<file path="config.mk">
export PLATFORM = sky130hd
export DESIGN_NAME = ffa_chain
export DESIGN_NICKNAME = d
export VERILOG_FILES = /design/src/sv/ffa_pkg.sv /design/src/sv/ffa_cell.sv /design/src/sv/ffa_chain.sv
export SDC_FILE = /design/constraint.sdc
export NUM_CORES = 1
export LEC_CHECK = 0
export ABC_AREA = 1
export BUFFER_PORTS_ARGS = -buffer_cell sky130_fd_sc_hd__buf_2
export CORE_MARGIN = 2
export CORE_UTILIZATION = 39
export CTS_BUF_LIST = sky130_fd_sc_hd__clkbuf_4
export CTS_CLUSTER_DIAMETER = 120
export CTS_CLUSTER_SIZE = 10
export DETAILED_ROUTE_END_ITERATION = 10
export GPL_ROUTABILITY_DRIVEN = 1
export MAX_ROUTING_LAYER = met4
export PLACE_DENSITY = 0.64
export SYNTH_ARGS = -nofsm -noshare
export SYNTH_HDL_FRONTEND = slang
export SYNTH_SLANG_ARGS = --single-unit
</file>
<file path="constraint.sdc">
create_clock -name clk -period 5.1 [get_ports clk]
set_clock_uncertainty 0.15 [all_clocks]
set_input_delay 0.255 -clock clk [delete_from_list [all_inputs] [get_ports clk]]
set_output_delay 0.255 -clock clk [all_outputs]
set_load 0.05 [all_outputs]
</file>
<file path="src/sv/ffa_pkg.sv">
`default_nettype none
package ffa_pkg;

  localparam int AW    = 10;         // address and length width
  localparam int ARENA = 1 << AW;    // granules in the arena
  localparam int SEGS  = 16;         // free segment table depth
  localparam int IW    = 4;          // segment index width
  localparam int CW    = 5;          // segment count width
  localparam int HDR   = 1;          // header granules

  localparam logic [AW-1:0] ARENA_RST = 10'd1023;

  typedef logic [AW-1:0] addr_t;

  typedef enum logic [1:0] {
    REQ_ALLOC = 2'd0,
    REQ_FREE  = 2'd1,
    REQ_RESET = 2'd2,
    REQ_NONE  = 2'd3
  } req_t;

  typedef enum logic [1:0] {
    ST_DONE       = 2'd0,
    ST_NO_FIT     = 2'd1,
    ST_TABLE_FULL = 2'd2
  } status_t;

  typedef enum logic [1:0] {
    CELL_HOLD,
    CELL_LOAD,
    CELL_FROM_NEXT,
    CELL_FROM_PREV
  } cell_op_t;

  typedef enum logic [2:0] {
    CH_NONE,
    CH_REBUILD,
    CH_WRITE,
    CH_DROP,
    CH_MERGE,
    CH_INSERT
  } chain_op_t;

  typedef struct packed {
    chain_op_t       op;
    logic [IW-1:0]   idx;
    addr_t           start;
    addr_t           len;
  } chain_cmd_t;

  typedef enum logic [2:0] {
    S_IDLE,
    S_ALLOC,
    S_FREE_RD,
    S_FREE_SEL,
    S_FREE_APPLY,
    S_MISC
  } fsm_t;

  // saturate a grown length to the largest arena length
  function automatic addr_t clamp_len(input logic [AW+1:0] v);
    addr_t r;
    if (v > {2'b00, {AW{1'b1}}}) begin
      r = {AW{1'b1}};
    end else begin
      r = v[AW-1:0];
    end
    return r;
  endfunction

endpackage
`default_nettype wire

</file>
<file path="src/sv/ffa_cell.sv">
`default_nettype none
module ffa_cell
  import ffa_pkg::*;
(
  input  wire logic     clk,
  input  wire logic     rst_n,
  input  wire cell_op_t op,
  input  wire addr_t    rst_start,
  input  wire addr_t    rst_len,
  input  wire addr_t    load_start,
  input  wire addr_t    load_len,
  input  wire addr_t    prev_start,
  input  wire addr_t    prev_len,
  input  wire addr_t    next_start,
  input  wire addr_t    next_len,
  output addr_t         start,
  output addr_t         len
);

  addr_t start_r;
  addr_t len_r;

  always_ff @(posedge clk) begin
    if (!rst_n) begin
      start_r <= rst_start;
      len_r   <= rst_len;
    end else begin
      unique case (op)
        CELL_HOLD: begin
          start_r <= start_r;
          len_r   <= len_r;
        end
        CELL_LOAD: begin
          start_r <= load_start;
          len_r   <= load_len;
        end
        CELL_FROM_NEXT: begin
          start_r <= next_start;
          len_r   <= next_len;
        end
        CELL_FROM_PREV: begin
          start_r <= prev_start;
          len_r   <= prev_len;
        end
        default: begin
          start_r <= start_r;
          len_r   <= len_r;
        end
      endcase
    end
  end

  assign start = start_r;
  assign len   = len_r;

endmodule
`default_nettype wire

</file>
<file path="src/sv/ffa_chain.sv">
`default_nettype none
module ffa_chain
  import ffa_pkg::*;
(
  input  wire logic       clk,
  input  wire logic       rst_n,
  input  wire chain_cmd_t cmd,
  input  wire addr_t      req_n,
  input  wire addr_t      hdr_addr,
  output addr_t           seg_start [SEGS],
  output addr_t           seg_len   [SEGS],
  output logic [CW-1:0]   count,
  output logic            fit_found,
  output logic [IW-1:0]   fit_idx,
  output logic [CW-1:0]   pos_k
);

  cell_op_t      op_a [SEGS];
  logic [CW-1:0] count_r;
  logic [CW-1:0] count_nxt;

  // per-cell shift / load control
  always_comb begin
    for (int j = 0; j < SEGS; j++) begin
      op_a[j] = CELL_HOLD;
      unique case (cmd.op)
        CH_REBUILD: if (j == 0) op_a[j] = CELL_LOAD;
        CH_WRITE:   if (IW'(j) == cmd.idx) op_a[j] = CELL_LOAD;
        CH_DROP:    if (IW'(j) >= cmd.idx) op_a[j] = CELL_FROM_NEXT;
        CH_MERGE: begin
          if (IW'(j) == cmd.idx) op_a[j] = CELL_LOAD;
          else if (IW'(j) > cmd.idx) op_a[j] = CELL_FROM_NEXT;
        end
        CH_INSERT: begin
          if (IW'(j) == cmd.idx) op_a[j] = CELL_LOAD;
          else if (IW'(j) > cmd.idx) op_a[j] = CELL_FROM_PREV;
        end
        default: op_a[j] = CELL_HOLD;
      endcase
    end
  end

  genvar g;
  generate
    for (g = 0; g < SEGS; g++) begin : g_cell
      addr_t ps, pl, ns, nl;
      if (g == 0) begin : g_first
        assign ps = seg_start[g];
        assign pl = seg_len[g];
      end else begin : g_mid
        assign ps = seg_start[g-1];
        assign pl = seg_len[g-1];
      end
      if (g == SEGS - 1) begin : g_last
        assign ns = seg_start[g];
        assign nl = seg_len[g];
      end else begin : g_inner
        assign ns = seg_start[g+1];
        assign nl = seg_len[g+1];
      end
      ffa_cell u_cell (
        .clk        (clk),
        .rst_n      (rst_n),
        .op         (op_a[g]),
        .rst_start  ('0),
        .rst_len    ((g == 0) ? ARENA_RST : '0),
        .load_start (cmd.start),
        .load_len   (cmd.len),
        .prev_start (ps),
        .prev_len   (pl),
        .next_start (ns),
        .next_len   (nl),
        .start      (seg_start[g]),
        .len        (seg_len[g])
      );
    end
  endgenerate

  always_comb begin
    unique case (cmd.op)
      CH_REBUILD:       count_nxt = CW'(1);
      CH_DROP, CH_MERGE: count_nxt = count_r - CW'(1);
      CH_INSERT:        count_nxt = count_r + CW'(1);
      default:          count_nxt = count_r;
    endcase
  end

  always_ff @(posedge clk) begin
    if (!rst_n) begin
      count_r <= CW'(1);
    end else begin
      count_r <= count_nxt;
    end
  end

  // first fitting segment, and first segment above the header address
  always_comb begin
    fit_found = 1'b0;
    fit_idx   = '0;
    pos_k     = count_r;
    for (int j = SEGS - 1; j >= 0; j--) begin
      if (CW'(j) < count_r && seg_len[j] >= req_n) begin
        fit_found = 1'b1;
        fit_idx   = IW'(j);
      end
      if (CW'(j) < count_r && seg_start[j] > hdr_addr) begin
        pos_k = CW'(j);
      end
    end
  end

  assign count = count_r;

endmodule
`default_nettype wire

</file>
==> results.json <==
{
  "clock_latency_ns": 0.85,
  "worst_ep_arrival_time_ns": 3.84,
  "hold_slack_ns": 0.0773,
  "num_vias": 28600,
  "clkSlewWorstSetupHoldPaths_ns": 0.13,
  "maxSlewHeadroom": 0.149,
  "status": "completed",
  "p_total_mw": 7.11,
  "finalWirelength_um": 121000,
  "power_density_nw_per_um2": 262,
  "antenna_found_initial": 6,
  "synth_nets": 3819,
  "min_from": "cmd[20]",
  "worst-path-max-fanout": 5,
  "start_util": 0.396,
  "ir_drop_v": 0.000117,
  "cp_data_required_time_ns": 4.70,
  "finalHoldViolCount": 0,
  "cellLeakagePower_nw": 12.9,
  "layout_setup_ws_ns": 0.850,
  "cts-root-buf": "clkbuf_4",
  "synth_seq_area_share": 0.271,
  "final.setup.tns_ns": 0,
  "ys.flop_type": "dfxtp_1",
  "die_y_um": 252,
  "fmax_ghz": 0.235,
  "die_w_um": 252,
  "grt_pass1_wl_um": 176000,
  "via_per_inst": 6.30,
  "synth-edff-count": 0,
  "endpoint_kind": "output pin",
  "place.gp.congestion": 0.990,
  "critPathKind": "flip-flop to output pin",
  "drc": 0,
  "synth-warning-count": 0,
  "worst_setup_path_start_kind": "flip-flop",
  "numCtsBuffers": 38,
  "syn_avg_cell_area_um2": 6.97,
  "fin_crit_ns": 4.25,
  "min_to": "g_cell[3].u_cell.len[9]",
  "regToRegStartpoint": "count[0]",
  "drv_slew": 0,
  "rsz0062_at_grt": "false",
  "wl_per_cell_um": 26.8,
  "fp.dieArea_um2": 63600,
  "final.period_utilization": 0.833,
  "grt_max_degree": 160,
  "core_um2": 60600,
  "drive_gt1_frac": 0.143,
  "grt_use_total": 0.381,
  "drt_iter0_markers": 4599,
  "hold_path.class": "primary input to flip-flop",
  "io_pins": 384,
  "fin_nets": 4120,
  "max_cap_violations": 0,
  "ff2ff_path_depth": 7,
  "min_path_cells": 5,
  "synth_area_um2": 24000,
  "area_delta_synth_final_pct": 13.0,
  "rows": 90,
  "r2r-end": "count[2]",
  "cts_setup_buffers": 0,
  "synthArstFlopShare": 0,
  "synth-seq-cells": 325,
  "cts.sinks": 325,
  "worst_pin_slew_ns": 1.27,
  "setup_viol": 0,
  "final_antenna_net_count": 0,
  "cts.path.max_buffers": 3,
  "io_buffers": 383,
  "hpwl_um": 86700,
  "cts_tree": "done",
  "firstDrtPassIters": 7,
  "rrSetupSlack_ns": 2.59,
  "h-tree-depth": 2,
  "post-place-ws_ns": 1.30,
  "grt-ovfl-total": 0,
  "netlist_instances": 3446,
  "synthDistinctLibCells": 54,
  "grt_pass1_vias": 25500
}
-- state kept, by name (all words and copies together) (netlist names) --
name and flops:
count 5, g_cell.u_cell.len 160, g_cell.u_cell.start 160
-- logic make-up after synthesis --
logic type / share of synthesized area
AO/OA/AOI/OAI: 0.294
AND/OR/NAND/NOR: 0.187
buffers and inverters: 0.0793
flip-flops: 0.271
adder cells (fa/ha/maj): 0.169
XOR/XNOR: 0.000365
-- routing by layer --
layer | share of wire | wire length, µm | global-route usage | vias to the layer above
met3 | 0.13 | 15300 | 0.0726 | 362
met2 | 0.40 | 49100 | 0.524 | 2077
met1 | 0.41 | 49700 | 0.528 | 13300
met5 | 0 | 0 | - | -
met4 | 0.061 | 7380 | 0.188 | 0
li1 | - | - | - | 12800
-- what timing repair did --
item	4_1_cts	5_1_grt
endpoints found under the hold margin	278	0
hold buffers	26	0
gates resized for setup	0	0
-- how the worst max path moves through the flow --
stage,depth (start not counted),slack [ns],to,startpoint
floorplan,13,1.58,pos_k[4],g_cell[11].u_cell.start[5]
global placement,15,1.24,pos_k[4],hdr_addr[3]
detailed placement,15,1.30,pos_k[4],hdr_addr[3]
CTS,21,0.90,fit_idx[0],g_cell[14].u_cell.len[8]
global route,21,0.62,fit_idx[0],g_cell[14].u_cell.len[8]
finish,12,0.85,fit_found,g_cell[14].u_cell.len[8]
-- stage by stage --
step,util,area (µm²),instances
final,0.448,27100,4537
after global routing,0.448,27100,4535
after CTS,0.447,27100,4530
after detailed placement,0.438,26500,4463
after global placement,0.438,26500,4463
after floorplan,-,24000,3446
-- cells in the final DEF (no fill, tap or decap), types with 40 or more instances in the layout --
cell	count
nor2_1	166
a22oi_1	41
a31oi_1	195
nand3_1	103
buf_4	56
a221oi_1	43
a21oi_1	260
nand2_1	724
buf_2	382
inv_1	262
o211ai_1	40
dfxtp_1	325
o21ai_0	502
ha_1	324
-- critical path, cell delays in order (launching register included) --
cell and delay [ns]:
dfxtp_1 0.53, ha_1 0.29, nand2_1 0.11, inv_1 0.05
a21oi_1 0.14, nand3_1 0.15, o21ai_0 0.32, nand2_1 0.08
nor2_1 0.22, inv_1 0.10, nor3_1 0.38, nand4_1 0.33
buf_2 0.32
-- cells in the mapped netlist (37+ instances only) --
cell type  number  area [µm²]
a22oi_1        41         308
o21ai_0       502        2510
nand2_1       724        2720
dfxtp_1       325        6510
o211ai_1       40         300
a31oi_1       196        1230
ha_1          324        4050
nor2_1        169         634
inv_1         263         987
a21oi_1       260        1300
nand4_1        37         231
clkbuf_1      171         642
nand3_1       103         515
a221oi_1       43         377
-- where the power goes --
part	total, mW	internal [mW]	switching (mW)	leakage, nW
sequential	3.19	2.74	0.453	2.67
clock	1.37	0.356	1.01	0.184
combinational	2.56	0.658	1.90	10.1
-- final cells by class --
cell class	instances	area, µm²
diodes	7	17.5
clock buffers	39	293
clock inverters	2	11.3
fillers	6458	33500
inverters	284	1070
multi-input cells	2632	15600
flip-flops and latches	325	6510
well taps	782	978
repair buffers	466	2620
(Power assumes the default switching activity.)
